`config.mk`:
```
export PLATFORM = sky130hd
export DESIGN_NAME = link_cell_index_mapper
export DESIGN_NICKNAME = d
export VERILOG_FILES = /design/src/rtl/core/lcim_pkg.sv /design/src/rtl/core/lcim_div.sv /design/src/rtl/core/link_cell_index_mapper.sv
export SDC_FILE = /design/constraint.sdc
export NUM_CORES = 2
export LEC_CHECK = 0
export BUFFER_PORTS_ARGS = -buffer_cell sky130_fd_sc_hd__buf_2
export CAP_MARGIN = 20
export CORE_MARGIN = 3
export CORE_UTILIZATION = 30
export DETAILED_ROUTE_END_ITERATION = 12
export GPL_TIMING_DRIVEN = 0
export MAX_ROUTING_LAYER = met4
export PLACE_DENSITY = 0.41
export SLEW_MARGIN = 20
export SYNTH_ARGS = -nofsm -noshare
export SYNTH_HDL_FRONTEND = slang
export SYNTH_SLANG_ARGS = --single-unit
```
`constraint.sdc`:
```
create_clock -name aclk -period 70.3 [get_ports aclk]
set_input_delay 0 -clock aclk [delete_from_list [all_inputs] [get_ports aclk]]
set_output_delay 0 -clock aclk [all_outputs]
set_load 0.05 [all_outputs]
```
`src/rtl/core/lcim_pkg.sv`:
```
// Link-cell index mapper: shared widths, command and region codes, sideband type.
// No dependencies; imported by lcim_div and link_cell_index_mapper.
package lcim_pkg;

    localparam int IDX_W  = 19;
    localparam int CRD_W  = 8;
    localparam int GRID_W = 7;
    localparam int GW     = 22;
    localparam int DIV_W  = 8;

    localparam logic [1:0] CMD_TUP = 2'd0;
    localparam logic [1:0] CMD_IDX = 2'd1;
    localparam logic [1:0] CMD_NBR = 2'd2;
    localparam logic [1:0] CMD_BAD = 2'd3;

    localparam logic [1:0] REG_GRID_X = 2'd0;
    localparam logic [1:0] REG_GRID_Y = 2'd1;
    localparam logic [1:0] REG_GRID_Z = 2'd2;

    localparam logic [2:0] RG_LOC = 3'd0;
    localparam logic [2:0] RG_XLO = 3'd1;
    localparam logic [2:0] RG_XHI = 3'd2;
    localparam logic [2:0] RG_YLO = 3'd3;
    localparam logic [2:0] RG_YHI = 3'd4;
    localparam logic [2:0] RG_ZLO = 3'd5;
    localparam logic [2:0] RG_ZHI = 3'd6;

    localparam logic [2:0] KIND_NONE = 3'd0;
    localparam logic [2:0] KIND_LOC  = 3'd1;
    localparam logic [2:0] KIND_X    = 3'd2;
    localparam logic [2:0] KIND_Y    = 3'd3;
    localparam logic [2:0] KIND_Z    = 3'd4;

    typedef struct packed {
        logic [1:0]              cmd;
        logic signed [CRD_W-1:0] x;
        logic signed [CRD_W-1:0] y;
        logic signed [CRD_W-1:0] z;
        logic [IDX_W-1:0]        idx;
        logic                    err;
        logic [2:0]              rg;
    } front_t;

    typedef struct packed {
        logic [1:0]              cmd;
        logic                    err;
        logic [2:0]              kind;
        logic signed [CRD_W-1:0] fix;
        logic signed [CRD_W-1:0] x;
        logic signed [CRD_W-1:0] y;
        logic signed [CRD_W-1:0] z;
    } side_t;

endpackage

```
`src/rtl/core/lcim_div.sv`:
```
// Pipelined restoring divider, STEP quotient bits per stage, with sideband.
// Depends on lcim_pkg (DIV_W).
module lcim_div
    import lcim_pkg::*;
#(
    parameter int NUM_W  = 19,
    parameter int STEP   = 4,
    parameter int SIDE_W = 8
)
(
    input  logic              aclk,
    input  logic              aresetn,
    input  logic              en,
    input  logic              in_vld,
    input  logic [NUM_W-1:0]  in_num,
    input  logic [DIV_W-1:0]  in_den,
    input  logic [SIDE_W-1:0] in_side,
    output logic              out_vld,
    output logic [NUM_W-1:0]  out_quo,
    output logic [DIV_W-1:0]  out_rem,
    output logic [SIDE_W-1:0] out_side
);

    localparam int NSTG = (NUM_W + STEP - 1) / STEP;
    localparam int PW   = NSTG * STEP;

    logic [NSTG-1:0]   vld_reg;
    logic [NSTG-1:0]   vld_src;
    logic [PW-1:0]     nq_reg   [NSTG];
    logic [PW-1:0]     nq_src   [NSTG];
    logic [PW-1:0]     nq_next  [NSTG];
    logic [DIV_W-1:0]  rem_reg  [NSTG];
    logic [DIV_W-1:0]  rem_src  [NSTG];
    logic [DIV_W-1:0]  rem_next [NSTG];
    logic [DIV_W-1:0]  den_reg  [NSTG];
    logic [DIV_W-1:0]  den_src  [NSTG];
    logic [SIDE_W-1:0] side_reg [NSTG];
    logic [SIDE_W-1:0] side_src [NSTG];

    always_comb begin
        vld_src[0]  = in_vld;
        nq_src[0]   = PW'(in_num);
        rem_src[0]  = '0;
        den_src[0]  = in_den;
        side_src[0] = in_side;
        for (int s = 1; s < NSTG; s++) begin
            vld_src[s]  = vld_reg[s-1];
            nq_src[s]   = nq_reg[s-1];
            rem_src[s]  = rem_reg[s-1];
            den_src[s]  = den_reg[s-1];
            side_src[s] = side_reg[s-1];
        end
    end

    always_comb begin : div_steps
        logic [PW-1:0]    nq;
        logic [DIV_W-1:0] rem;
        logic [DIV_W:0]   t;
        for (int s = 0; s < NSTG; s++) begin
            nq  = nq_src[s];
            rem = rem_src[s];
            for (int b = 0; b < STEP; b++) begin
                t  = {rem, nq[PW-1]};
                nq = {nq[PW-2:0], 1'b0};
                if (t >= {1'b0, den_src[s]}) begin
                    t     = t - {1'b0, den_src[s]};
                    nq[0] = 1'b1;
                end
                rem = t[DIV_W-1:0];
            end
            nq_next[s]  = nq;
            rem_next[s] = rem;
        end
    end

    always_ff @(posedge aclk) begin
        if (!aresetn) begin
            vld_reg <= '0;
        end else if (en) begin
            vld_reg <= vld_src;
        end
    end

    always_ff @(posedge aclk) begin
        if (en) begin
            for (int s = 0; s < NSTG; s++) begin
                nq_reg[s]   <= nq_next[s];
                rem_reg[s]  <= rem_next[s];
                den_reg[s]  <= den_src[s];
                side_reg[s] <= side_src[s];
            end
        end
    end

    assign out_vld  = vld_reg[NSTG-1];
    assign out_quo  = nq_reg[NSTG-1][NUM_W-1:0];
    assign out_rem  = rem_reg[NSTG-1];
    assign out_side = side_reg[NSTG-1];

endmodule

```
`src/rtl/core/link_cell_index_mapper.sv`:
```
// Link-cell index mapper top level: config registers, decode, two dividers,
// neighbour expander and index pipeline. Depends on lcim_pkg and lcim_div.
//
// Usage:
//   cfg_*  : writes grid_x/y/z (index 0..2, others ignored); always ready.
//            Write only while the block is idle. Sizes are clamped to 2..GRID_MAX.
//   s_*    : one command item per handshake (tuple to index, index to tuple,
//            periodic neighbour list).
//   m_*    : result items, one per cycle at most; m_out_last marks the final
//            result of each input item.
// Pipeline from input accept to first result: five decode stages, two five-stage
// dividers, the expander and four index stages. Throughput: one result per cycle
// while m_ready is high. Commands 0, 1 and errors give one result each; a
// neighbour list gives 27 results and holds the expander until the last, so a
// new item cannot enter the expander before the list is through.
// Reset: all grid sizes return to 2 and the pipeline empties.
// Stall: when m_ready is low the index stages and expander hold; a busy expander
// with d2_vld set holds the front stages and s_ready falls. Nothing is lost.
module link_cell_index_mapper
    import lcim_pkg::*;
#(
    parameter int GRID_MAX = 64
)
(
    input  logic                    aclk,
    input  logic                    aresetn,
    input  logic                    cfg_valid,
    output logic                    cfg_ready,
    input  logic [1:0]              cfg_index,
    input  logic [GRID_W-1:0]       cfg_data,
    input  logic                    s_valid,
    output logic                    s_ready,
    input  logic [1:0]              s_command,
    input  logic signed [CRD_W-1:0] s_in_x,
    input  logic signed [CRD_W-1:0] s_in_y,
    input  logic signed [CRD_W-1:0] s_in_z,
    input  logic [IDX_W-1:0]        s_in_index,
    output logic                    m_valid,
    input  logic                    m_ready,
    output logic [IDX_W-1:0]        m_out_index,
    output logic signed [CRD_W-1:0] m_out_x,
    output logic signed [CRD_W-1:0] m_out_y,
    output logic signed [CRD_W-1:0] m_out_z,
    output logic                    m_out_last,
    output logic                    m_out_range_error
);

    localparam logic [GRID_W-1:0] GMAX =
        (GRID_MAX > 127) ? GRID_W'(127) : GRID_W'(GRID_MAX);
    localparam int DIV_STEP = 4;

    // ---------------- configuration and geometry ----------------
    logic [GRID_W-1:0] gx_reg, gy_reg, gz_reg;
    logic [GRID_W-1:0] cfg_clamp;

    always_comb begin
        if (cfg_data < GRID_W'(2)) cfg_clamp = GRID_W'(2);
        else if (cfg_data > GMAX)  cfg_clamp = GMAX;
        else                       cfg_clamp = cfg_data;
    end

    assign cfg_ready = 1'b1;

    always_ff @(posedge aclk) begin
        if (!aresetn) begin
            gx_reg <= GRID_W'(2);
            gy_reg <= GRID_W'(2);
            gz_reg <= GRID_W'(2);
        end else if (cfg_valid) begin
            case (cfg_index)
                REG_GRID_X: gx_reg <= cfg_clamp;
                REG_GRID_Y: gy_reg <= cfg_clamp;
                REG_GRID_Z: gz_reg <= cfg_clamp;
                default: ;
            endcase
        end
    end

    logic [DIV_W-1:0] ga, gb;
    logic signed [CRD_W-1:0] gxs, gys, gzs;
    assign ga  = {1'b0, gx_reg} + DIV_W'(2);
    assign gb  = {1'b0, gy_reg} + DIV_W'(2);
    assign gxs = $signed({1'b0, gx_reg});
    assign gys = $signed({1'b0, gy_reg});
    assign gzs = $signed({1'b0, gz_reg});

    logic [GW-1:0] gxgy_reg, gygz_reg, gza_reg, ab_reg;
    logic [GW-1:0] loc_reg, ox2_reg, oy1_reg, oy2_reg, oz1_reg, oz2_reg, otot_reg;
    logic [GW-1:0] bx2_reg, by1_reg, by2_reg, bz1_reg, bz2_reg, tot_reg;

    always_ff @(posedge aclk) begin
        gxgy_reg <= GW'(gx_reg) * GW'(gy_reg);
        gygz_reg <= GW'(gy_reg) * GW'(gz_reg);
        gza_reg  <= GW'(gz_reg) * GW'(ga);
        ab_reg   <= GW'(ga) * GW'(gb);
        loc_reg  <= gxgy_reg * GW'(gz_reg);
        ox2_reg  <= gygz_reg;
        oy1_reg  <= gygz_reg << 1;
        oy2_reg  <= (gygz_reg << 1) + gza_reg;
        oz1_reg  <= (gygz_reg << 1) + (gza_reg << 1);
        oz2_reg  <= (gygz_reg << 1) + (gza_reg << 1) + ab_reg;
        otot_reg <= (gygz_reg << 1) + (gza_reg << 1) + (ab_reg << 1);
        bx2_reg  <= loc_reg + ox2_reg;
        by1_reg  <= loc_reg + oy1_reg;
        by2_reg  <= loc_reg + oy2_reg;
        bz1_reg  <= loc_reg + oz1_reg;
        bz2_reg  <= loc_reg + oz2_reg;
        tot_reg  <= loc_reg + otot_reg;
    end

    // ---------------- front stages ----------------
    logic   en_f, en_b;
    front_t s1_reg, s2_reg, s3_reg, s4_reg;
    front_t s2_next, s4_next;
    logic   s1_vld_reg, s2_vld_reg, s3_vld_reg, s4_vld_reg, s5_vld_reg;
    side_t  s5_side_reg, s5_side_next;
    logic [IDX_W-1:0] s5_num_reg, s5_num_next;
    logic [DIV_W-1:0] s5_den_reg, s5_den_next;

    assign s_ready = en_f;

    always_comb begin
        s2_next = s1_reg;
        if (s1_reg.cmd == CMD_TUP) begin
            s2_next.err = (s1_reg.x < -8'sd1) || (s1_reg.x > gxs) ||
                          (s1_reg.y < -8'sd1) || (s1_reg.y > gys) ||
                          (s1_reg.z < -8'sd1) || (s1_reg.z > gzs);
        end else begin
            s2_next.err = (s1_reg.cmd == CMD_BAD);
        end
    end

    always_comb begin : s4_logic
        logic [GW-1:0] iw;
        iw      = GW'(s3_reg.idx);
        s4_next = s3_reg;
        if (s3_reg.cmd == CMD_IDX && iw >= tot_reg) s4_next.err = 1'b1;
        if (s3_reg.cmd == CMD_NBR && iw >= loc_reg) s4_next.err = 1'b1;
        if (iw < loc_reg)      s4_next.rg = RG_LOC;
        else if (iw < bx2_reg) s4_next.rg = RG_XLO;
        else if (iw < by1_reg) s4_next.rg = RG_XHI;
        else if (iw < by2_reg) s4_next.rg = RG_YLO;
        else if (iw < bz1_reg) s4_next.rg = RG_YHI;
        else if (iw < bz2_reg) s4_next.rg = RG_ZLO;
        else                   s4_next.rg = RG_ZHI;
    end

    always_comb begin : s5_logic
        logic [GW-1:0] base;
        s5_side_next.cmd  = s4_reg.cmd;
        s5_side_next.err  = s4_reg.err;
        s5_side_next.x    = s4_reg.x;
        s5_side_next.y    = s4_reg.y;
        s5_side_next.z    = s4_reg.z;
        s5_side_next.fix  = -8'sd1;
        s5_side_next.kind = KIND_NONE;
        base        = '0;
        s5_den_next = ga;
        case (s4_reg.rg)
            RG_LOC: begin
                s5_side_next.kind = KIND_LOC;
                s5_den_next       = {1'b0, gx_reg};
            end
            RG_XLO: begin
                s5_side_next.kind = KIND_X;
                base              = loc_reg;
                s5_den_next       = {1'b0, gy_reg};
            end
            RG_XHI: begin
                s5_side_next.kind = KIND_X;
                s5_side_next.fix  = gxs;
                base              = bx2_reg;
                s5_den_next       = {1'b0, gy_reg};
            end
            RG_YLO: begin
                s5_side_next.kind = KIND_Y;
                base              = by1_reg;
            end
            RG_YHI: begin
                s5_side_next.kind = KIND_Y;
                s5_side_next.fix  = gys;
                base              = by2_reg;
            end
            RG_ZLO: begin
                s5_side_next.kind = KIND_Z;
                base              = bz1_reg;
            end
            default: begin
                s5_side_next.kind = KIND_Z;
                s5_side_next.fix  = gzs;
                base              = bz2_reg;
            end
        endcase
        if (s4_reg.cmd == CMD_TUP || s4_reg.err) s5_side_next.kind = KIND_NONE;
        s5_num_next = IDX_W'(GW'(s4_reg.idx) - base);
    end

    always_ff @(posedge aclk) begin
        if (!aresetn) begin
            s1_vld_reg <= 1'b0;
            s2_vld_reg <= 1'b0;
            s3_vld_reg <= 1'b0;
            s4_vld_reg <= 1'b0;
            s5_vld_reg <= 1'b0;
        end else if (en_f) begin
            s1_vld_reg <= s_valid;
            s2_vld_reg <= s1_vld_reg;
            s3_vld_reg <= s2_vld_reg;
            s4_vld_reg <= s3_vld_reg;
            s5_vld_reg <= s4_vld_reg;
        end
    end

    always_ff @(posedge aclk) begin
        if (en_f) begin
            s1_reg.cmd  <= s_command;
            s1_reg.x    <= s_in_x;
            s1_reg.y    <= s_in_y;
            s1_reg.z    <= s_in_z;
            s1_reg.idx  <= s_in_index;
            s1_reg.err  <= 1'b0;
            s1_reg.rg   <= RG_LOC;
            s2_reg      <= s2_next;
            s3_reg      <= s2_reg;
            s4_reg      <= s4_next;
            s5_side_reg <= s5_side_next;
            s5_num_reg  <= s5_num_next;
            s5_den_reg  <= s5_den_next;
        end
    end

    // ---------------- dividers ----------------
    logic             d1_vld, d2_vld;
    logic [IDX_W-1:0] d1_quo, d2_quo;
    logic [DIV_W-1:0] d1_rem, d2_rem;
    side_t            d1_side, d2_side, mix_side;

    lcim_div #(.NUM_W(IDX_W), .STEP(DIV_STEP), .SIDE_W($bits(side_t))) u_div1 (
        .aclk     (aclk),
        .aresetn  (aresetn),
        .en       (en_f),
        .in_vld   (s5_vld_reg),
        .in_num   (s5_num_reg),
        .in_den   (s5_den_reg),
        .in_side  (s5_side_reg),
        .out_vld  (d1_vld),
        .out_quo  (d1_quo),
        .out_rem  (d1_rem),
        .out_side (d1_side)
    );

    always_comb begin
        mix_side = d1_side;
        case (d1_side.kind)
            KIND_LOC: mix_side.x = $signed(d1_rem);
            KIND_X: begin
                mix_side.x = d1_side.fix;
                mix_side.y = $signed(d1_rem);
                mix_side.z = $signed(d1_quo[CRD_W-1:0]);
            end
            KIND_Y: begin
                mix_side.y = d1_side.fix;
                mix_side.x = $signed(d1_rem) - 8'sd1;
                mix_side.z = $signed(d1_quo[CRD_W-1:0]);
            end
            KIND_Z: begin
                mix_side.z = d1_side.fix;
                mix_side.x = $signed(d1_rem) - 8'sd1;
                mix_side.y = $signed(d1_quo[CRD_W-1:0]) - 8'sd1;
            end
            default: ;
        endcase
    end

    lcim_div #(.NUM_W(IDX_W), .STEP(DIV_STEP), .SIDE_W($bits(side_t))) u_div2 (
        .aclk     (aclk),
        .aresetn  (aresetn),
        .en       (en_f),
        .in_vld   (d1_vld),
        .in_num   (d1_quo),
        .in_den   ({1'b0, gy_reg}),
        .in_side  (mix_side),
        .out_vld  (d2_vld),
        .out_quo  (d2_quo),
        .out_rem  (d2_rem),
        .out_side (d2_side)
    );

    side_t ex_in;
    always_comb begin
        ex_in = d2_side;
        if (d2_side.kind == KIND_LOC) begin
            ex_in.y = $signed(d2_rem);
            ex_in.z = $signed(d2_quo[CRD_W-1:0]);
        end
    end

    // ---------------- neighbour expander ----------------
    function automatic logic signed [CRD_W-1:0] wrap_c(
        input logic signed [CRD_W-1:0] c,
        input logic [1:0]              off,
        input logic [GRID_W-1:0]       g
    );
        logic signed [CRD_W-1:0] v;
        logic signed [CRD_W-1:0] gs;
        gs = $signed({1'b0, g});
        v  = c + $signed({{(CRD_W-2){1'b0}}, off}) - 8'sd1;
        if (v == -8'sd1)  wrap_c = gs - 8'sd1;
        else if (v == gs) wrap_c = '0;
        else              wrap_c = v;
    endfunction

    side_t      ex_reg;
    logic       ex_vld_reg;
    logic [1:0] ci_reg, cj_reg, ck_reg;
    logic       ex_single, ex_fin, ex_free;
    logic signed [CRD_W-1:0] e_x, e_y, e_z;
    logic       e_last;

    assign ex_single = (ex_reg.cmd != CMD_NBR) || ex_reg.err;
    assign e_last    = ex_single ||
                       (ci_reg == 2'd2 && cj_reg == 2'd2 && ck_reg == 2'd2);
    assign ex_fin    = ex_vld_reg && en_b && e_last;
    assign ex_free   = !ex_vld_reg || ex_fin;
    assign en_f      = ex_free || !d2_vld;

    assign e_x = ex_single ? ex_reg.x : wrap_c(ex_reg.x, ci_reg, gx_reg);
    assign e_y = ex_single ? ex_reg.y : wrap_c(ex_reg.y, cj_reg, gy_reg);
    assign e_z = ex_single ? ex_reg.z : wrap_c(ex_reg.z, ck_reg, gz_reg);

    always_ff @(posedge aclk) begin
        if (!aresetn) begin
            ex_vld_reg <= 1'b0;
            ci_reg     <= 2'd0;
            cj_reg     <= 2'd0;
            ck_reg     <= 2'd0;
        end else if (ex_free) begin
            ex_vld_reg <= d2_vld;
            ci_reg     <= 2'd0;
            cj_reg     <= 2'd0;
            ck_reg     <= 2'd0;
        end else if (ex_vld_reg && en_b) begin
            if (ck_reg == 2'd2) begin
                ck_reg <= 2'd0;
                if (cj_reg == 2'd2) begin
                    cj_reg <= 2'd0;
                    ci_reg <= ci_reg + 2'd1;
                end else begin
                    cj_reg <= cj_reg + 2'd1;
                end
            end else begin
                ck_reg <= ck_reg + 2'd1;
            end
        end
    end

    always_ff @(posedge aclk) begin
        if (ex_free) ex_reg <= ex_in;
    end

    // ---------------- index stages ----------------
    logic b1_vld_reg, b2_vld_reg, b3_vld_reg, out_vld_reg;
    logic signed [CRD_W-1:0] b1_x_reg, b1_y_reg, b1_z_reg;
    logic signed [CRD_W-1:0] b2_x_reg, b2_y_reg, b2_z_reg;
    logic signed [CRD_W-1:0] b3_x_reg, b3_y_reg, b3_z_reg;
    logic b1_err_reg, b2_err_reg, b3_err_reg;
    logic b1_last_reg, b2_last_reg, b3_last_reg;

    logic [GW-1:0]    b2_base_reg, b2_base_next, b3_base_reg;
    logic [DIV_W-1:0] b2_m1_reg, b2_m1_next;
    logic [CRD_W-1:0] b2_v1_reg, b2_v1_next;
    logic [13:0]      b2_m2_reg, b2_m2_next;
    logic [CRD_W-1:0] b2_v2_reg, b2_v2_next;
    logic [CRD_W-1:0] b2_v3_reg, b2_v3_next, b3_v3_reg;
    logic [15:0]      b3_p1_reg;
    logic [GW-1:0]    b3_p2_reg;
    logic [GW-1:0]    b3_sum;

    logic [IDX_W-1:0]        out_index_reg;
    logic signed [CRD_W-1:0] out_x_reg, out_y_reg, out_z_reg;
    logic                    out_last_reg, out_err_reg;

    assign en_b = !out_vld_reg || m_ready;

    always_comb begin
        b2_base_next = '0;
        b2_m1_next   = ga;
        b2_v1_next   = '0;
        b2_m2_next   = '0;
        b2_v2_next   = '0;
        b2_v3_next   = b1_x_reg + 8'sd1;
        if (b1_z_reg == gzs) begin
            b2_base_next = bz2_reg;
            b2_v1_next   = b1_y_reg + 8'sd1;
        end else if (b1_z_reg == -8'sd1) begin
            b2_base_next = bz1_reg;
            b2_v1_next   = b1_y_reg + 8'sd1;
        end else if (b1_y_reg == gys) begin
            b2_base_next = by2_reg;
            b2_v1_next   = b1_z_reg;
        end else if (b1_y_reg == -8'sd1) begin
            b2_base_next = by1_reg;
            b2_v1_next   = b1_z_reg;
        end else if (b1_x_reg == gxs) begin
            b2_base_next = bx2_reg;
            b2_m1_next   = {1'b0, gy_reg};
            b2_v1_next   = b1_z_reg;
            b2_v3_next   = b1_y_reg;
        end else if (b1_x_reg == -8'sd1) begin
            b2_base_next = loc_reg;
            b2_m1_next   = {1'b0, gy_reg};
            b2_v1_next   = b1_z_reg;
            b2_v3_next   = b1_y_reg;
        end else begin
            b2_m1_next = {1'b0, gx_reg};
            b2_v1_next = b1_y_reg;
            b2_m2_next = gxgy_reg[13:0];
            b2_v2_next = b1_z_reg;
            b2_v3_next = b1_x_reg;
        end
    end

    assign b3_sum = b3_base_reg + GW'(b3_p1_reg) + b3_p2_reg + GW'(b3_v3_reg);

    always_ff @(posedge aclk) begin
        if (!aresetn) begin
            b1_vld_reg  <= 1'b0;
            b2_vld_reg  <= 1'b0;
            b3_vld_reg  <= 1'b0;
            out_vld_reg <= 1'b0;
        end else if (en_b) begin
            b1_vld_reg  <= ex_vld_reg;
            b2_vld_reg  <= b1_vld_reg;
            b3_vld_reg  <= b2_vld_reg;
            out_vld_reg <= b3_vld_reg;
        end
    end

    always_ff @(posedge aclk) begin
        if (en_b) begin
            b1_x_reg    <= e_x;
            b1_y_reg    <= e_y;
            b1_z_reg    <= e_z;
            b1_err_reg  <= ex_reg.err;
            b1_last_reg <= e_last;

            b2_x_reg    <= b1_x_reg;
            b2_y_reg    <= b1_y_reg;
            b2_z_reg    <= b1_z_reg;
            b2_err_reg  <= b1_err_reg;
            b2_last_reg <= b1_last_reg;
            b2_base_reg <= b2_base_next;
            b2_m1_reg   <= b2_m1_next;
            b2_v1_reg   <= b2_v1_next;
            b2_m2_reg   <= b2_m2_next;
            b2_v2_reg   <= b2_v2_next;
            b2_v3_reg   <= b2_v3_next;

            b3_x_reg    <= b2_x_reg;
            b3_y_reg    <= b2_y_reg;
            b3_z_reg    <= b2_z_reg;
            b3_err_reg  <= b2_err_reg;
            b3_last_reg <= b2_last_reg;
            b3_base_reg <= b2_base_reg;
            b3_p1_reg   <= b2_m1_reg * b2_v1_reg;
            b3_p2_reg   <= b2_m2_reg * b2_v2_reg;
            b3_v3_reg   <= b2_v3_reg;

            out_index_reg <= b3_err_reg ? '0 : b3_sum[IDX_W-1:0];
            out_x_reg     <= b3_err_reg ? '0 : b3_x_reg;
            out_y_reg     <= b3_err_reg ? '0 : b3_y_reg;
            out_z_reg     <= b3_err_reg ? '0 : b3_z_reg;
            out_last_reg  <= b3_last_reg;
            out_err_reg   <= b3_err_reg;
        end
    end

    assign m_valid           = out_vld_reg;
    assign m_out_index       = out_index_reg;
    assign m_out_x           = out_x_reg;
    assign m_out_y           = out_y_reg;
    assign m_out_z           = out_z_reg;
    assign m_out_last        = out_last_reg;
    assign m_out_range_error = out_err_reg;

endmodule
```
==> results.md <==
Floorplanning:
- The floorplan step defined a die boundary enclosing 308800 sq um.
- 107 I/O pins were placed.
- The die outline width is 555.7 um.
- The initial utilization of the core area, before any placement, comes to between 30% and 40%.
- Measured along the y axis, the die boundary spans 555.7 um.
- The core region is 300300 sq um.
- The number of standard-cell rows in the floorplan is 201.

Timing:
- In the final timing run, aggregate negative setup slack is 0 ns.
- The pin slew with the least headroom to its limit is approximately 1.2 ns.
- Setup violations remaining at the end of the flow were counted as 0.
- Setup repair after global routing left no endpoint under its margin.
- Dividing the final minimum period by the clock period gives ~16%.
- The time the worst path needs with I/O delays and setup is about 11 ns.
- Across the routed clock network, the largest skew measured is 0.09322 ns.
- The final count of hold timing violations came to 0.
- Hold timing on the final database bottoms out at a slack of 0.1660 ns.
- Derived from the worst setup path, the maximum achievable clock frequency is 87.75 MHz.
- The number of pins exceeding their max-slew limit in the final report is 0.
- Headroom to the max-slew limit came out at 20.10%.

Place:
- Detailed placement ended at an HPWL of roughly 230000 um.
- Input and output buffers added on the ports amount to 105.
- The global placement routability congestion is 0.8866.
- The cell area reported after detailed placement is 96790 sq um.
- Counting tap cells, the placed design contains a total of between 10000 and 15000 instances.

Yosys:
- A synthesized cell averages 11.09 sq um.
- The synthesized netlist cell count is 8175.
- The number of flip-flops and latches in the synthesized netlist is 1492.
- The number of synthesized flops with an enable pin is 1155.
- For this run, the leading register cell type out of synthesis is sky130_fd_sc_hd__edfxtp_1.
- The share of the synthesized area in the top cell type is 38.27%.
- The number of distinct library cell variants in the gate-level netlist after synthesis is 92.
- The portion of the post-synthesis area used by sequential elements is 45.71%.
- The async set or reset register ratio after synthesis is 0%.
- The biggest area consumer among synthesized cells is sky130_fd_sc_hd__edfxtp_1.
- The count of warnings emitted by yosys is 0.
- Ranked by total cell area, the synthesized netlist is headed by sky130_fd_sc_hd__edfxtp_1, sky130_fd_sc_hd__ha_1, sky130_fd_sc_hd__fa_1.
- The post-synthesis instance area is just over 90000 sq um.

CTS:
- The number of gates resized after CTS was 0.
- The CTS tree is yes.
- The number of levels the H-tree was split into is 4.
- The number of buffers added by the clock tree synthesis step is between 150 and 200.
- The clock passes through at most 4 buffers.
- The clock network latency to the later pin of the worst-skew pair is 0.88 ns.
- Clock-pin slew was measured on the worst setup and hold paths at 0.06 ns.
- The clock tree root buffer cell is sky130_fd_sc_hd__clkbuf_16.
- For this design, the sink count on the clock tree is 1492.

Worst setup path:
- The worst setup path is launched from a register.
- The worst setup path is captured at a register.
- Data on the critical path is required at its endpoint by 70.92 ns.
- The maximum fanout count along the critical path is 10.
- On the critical path, the stage with the largest delay is an instance of sky130_fd_sc_hd__a2111oi_4.
- For this run, the slowest stage of the critical path takes between 0.6 and 0.7 ns.
- The setup path with the least slack is of type reg2reg.
- The data arrival time of the critical path is 12.02 ns.
- The cell type with the highest occurrence count on the critical path is sky130_fd_sc_hd__o21ai_0.

GRT:
- Across every metal layer, demand over resource in global routing totals 18.74%.
- Global routing finished with a remaining overflow of 0.
- The global-route wire length before repair is ~420000 um.
- The initial antenna violation count is 26.
- Entering global routing, the biggest net connects 105 pins.
- The via count of the first global-routing pass is 61200.

Drt:
- The number of detailed-route iterations in the first pass is 5.
- The DRC marker count from the first detailed-route iteration is 4146.
- In the routed design, unresolved DRC markers number 0.
- Once detail routing completed, the nets flagged for antenna violations numbered 0.
- Wires add up to 285400 um.
- The mean number of vias per cell is roughly 4.8.
- The routed wirelength normalized by instance count is about 22 um.
- Across all layers, the routed design uses 61610 vias.

Finish:
- Cells with a size suffix above 1 make up 6.804% of the layout.
- The number of nets at the end of the flow is just under 10000.
- The final instance area is about 100000 sq um.
- From synthesis to final layout, the design area changed by 14.67%.
- Once layout is complete, the cells apart from fillers number 12730.
- The combined area of the multi-input logic cells is between 40000 and 50000 sq um.
- The area occupied by registers is approximately 41000 sq um.
- The fill cell instance count of the final layout is 29940.
- The register with the most flip-flops in the layout has 190 of them.

Run status:
- The run finished with clean final reports.

Flow run:
- The tool flagged a number of max-cap violations equal to 0.

Worst hold path:
- In this run the worst hold path is classified as in2reg.
[final timing paths]
kind / from / slack, ns / endpoint / cells after the start
worst max-delay path: u_div1.den_reg[0][1] / 58.90 / u_div1.rem_reg[0][10] / 44
worst min-delay path: m_ready / 0.17 / b1_vld_reg / 5
worst max register to register: u_div1.den_reg[0][1] / 58.90 / u_div1.rem_reg[0][10] / 44
worst min register to register: s3_reg[27] / 0.38 / s4_reg[27] / 0
[cell usage after synthesis, types with 49 or more instances]
master and count:
sky130_fd_sc_hd__nor2_1 509, sky130_fd_sc_hd__a21oi_1 435, sky130_fd_sc_hd__nand3_1 106, sky130_fd_sc_hd__mux2_2 113, sky130_fd_sc_hd__nor2b_1 159, sky130_fd_sc_hd__a21o_1 158, sky130_fd_sc_hd__nand4_1 71, sky130_fd_sc_hd__a21boi_0 49
sky130_fd_sc_hd__o21a_1 83, sky130_fd_sc_hd__nand2b_1 77, sky130_fd_sc_hd__xnor2_1 382, sky130_fd_sc_hd__edfxtp_1 1155, sky130_fd_sc_hd__o21bai_1 65, sky130_fd_sc_hd__ha_1 914, sky130_fd_sc_hd__mux2i_1 92, sky130_fd_sc_hd__nand2_1 657
sky130_fd_sc_hd__clkbuf_1 162, sky130_fd_sc_hd__xor2_1 166, sky130_fd_sc_hd__and2_1 171, sky130_fd_sc_hd__nor3_1 132, sky130_fd_sc_hd__inv_1 839, sky130_fd_sc_hd__dfxtp_1 337, sky130_fd_sc_hd__fa_1 354, sky130_fd_sc_hd__o21ai_0 383
[critical path: cells and delay by family (launching register included)]
| family | cells | cell delay [ns] |
|---|---|---|
| AO/OA/AOI/OAI | 25 | 6.49 |
| buffers and inverters | 6 | 1.25 |
| flip-flops | 1 | 0.50 |
| AND/OR/NAND/NOR | 7 | 0.82 |
| multiplexers | 2 | 0.84 |
| adder cells (fa/ha/maj) | 4 | 1.22 |
[layer usage]
| layer | vias up | share of wire, % | GRT usage (%) |
|---|---|---|---|
| met2 | 1263 | 45 | 28.71 |
| met3 | 320 | 4.6 | 2.574 |
| met1 | 30330 | 48 | 26.19 |
| li1 | 29700 | - | - |
| met5 | - | 0 | - |
| met4 | 0 | 2.6 | 4.515 |
[timing repair]
| item | CTS | global route |
|---|---|---|
| setup buffers | 0 | 0 |
| hold endpoints to repair | 92 | 0 |
| hold buffers | 117 | 0 |
[cells in the final DEF (no fill, tap or decap), types with 92 or more instances in the layout]
master,Yosys,routed
sky130_fd_sc_hd__buf_2,7,112
sky130_fd_sc_hd__mux2i_1,92,92
sky130_fd_sc_hd__nand2_1,657,657
sky130_fd_sc_hd__a21o_1,158,158
sky130_fd_sc_hd__xnor2_1,382,378
sky130_fd_sc_hd__dfxtp_1,337,337
sky130_fd_sc_hd__nor2b_1,159,159
sky130_fd_sc_hd__dlygate4sd3_1,0,117
sky130_fd_sc_hd__clkbuf_16,0,190
sky130_fd_sc_hd__a21oi_1,435,435
sky130_fd_sc_hd__ha_1,914,914
sky130_fd_sc_hd__o21ai_0,383,382
sky130_fd_sc_hd__clkbuf_1,162,201
sky130_fd_sc_hd__inv_1,839,837
sky130_fd_sc_hd__nand3_1,106,106
sky130_fd_sc_hd__and2_1,171,171
sky130_fd_sc_hd__nor2_1,509,509
sky130_fd_sc_hd__edfxtp_1,1155,1155
sky130_fd_sc_hd__mux2_2,113,113
sky130_fd_sc_hd__xor2_1,166,166
sky130_fd_sc_hd__nor3_1,132,131
sky130_fd_sc_hd__fa_1,354,354
[metrics by stage]
| stage | worst slack (ns) | utilization [%] |
|---|---|---|
| floorplan | 43.14 | - |
| global placement | 29.22 | 32.01 |
| detailed placement | 58.89 | 32.23 |
| CTS | 58.79 | 34.60 |
| global route | 57.78 | 34.61 |
| finish | 58.90 | 34.61 |
[logic make-up (layout without fill, tap and decap cells)]
logic type      after synthesis  in the layout  share of synthesized area [%]
compound gates             1522           1522                          10.63
xor+xnor                    548            548                          5.295
fa+ha+maj                  1270           1270                          20.46
buf+inv                    1048           1629                          4.366
flops                      1492           1492                          45.71
mux                         220            220                          2.627
other cells                   2             15                       0.008286
simple gates               2073           2073                          10.91
[cell type report]
type | instances | share of cell area, %
Clock inverter | 84 | 0.7909
Tap cell | 3958 | 4.765
Timing Repair Buffer | 246 | 2.190
Buffer | 194 | 0.7343
Clock buffer | 251 | 4.927
Antenna cell | 9 | 0.02167
Sequential cell | 1492 | 39.86
Inverter | 854 | 3.093
Multi-Input combinational cell | 5639 | 43.62
Power is not shown: default switching activity piles up to over one toggle a cycle in this logic, so the estimate is an artifact.
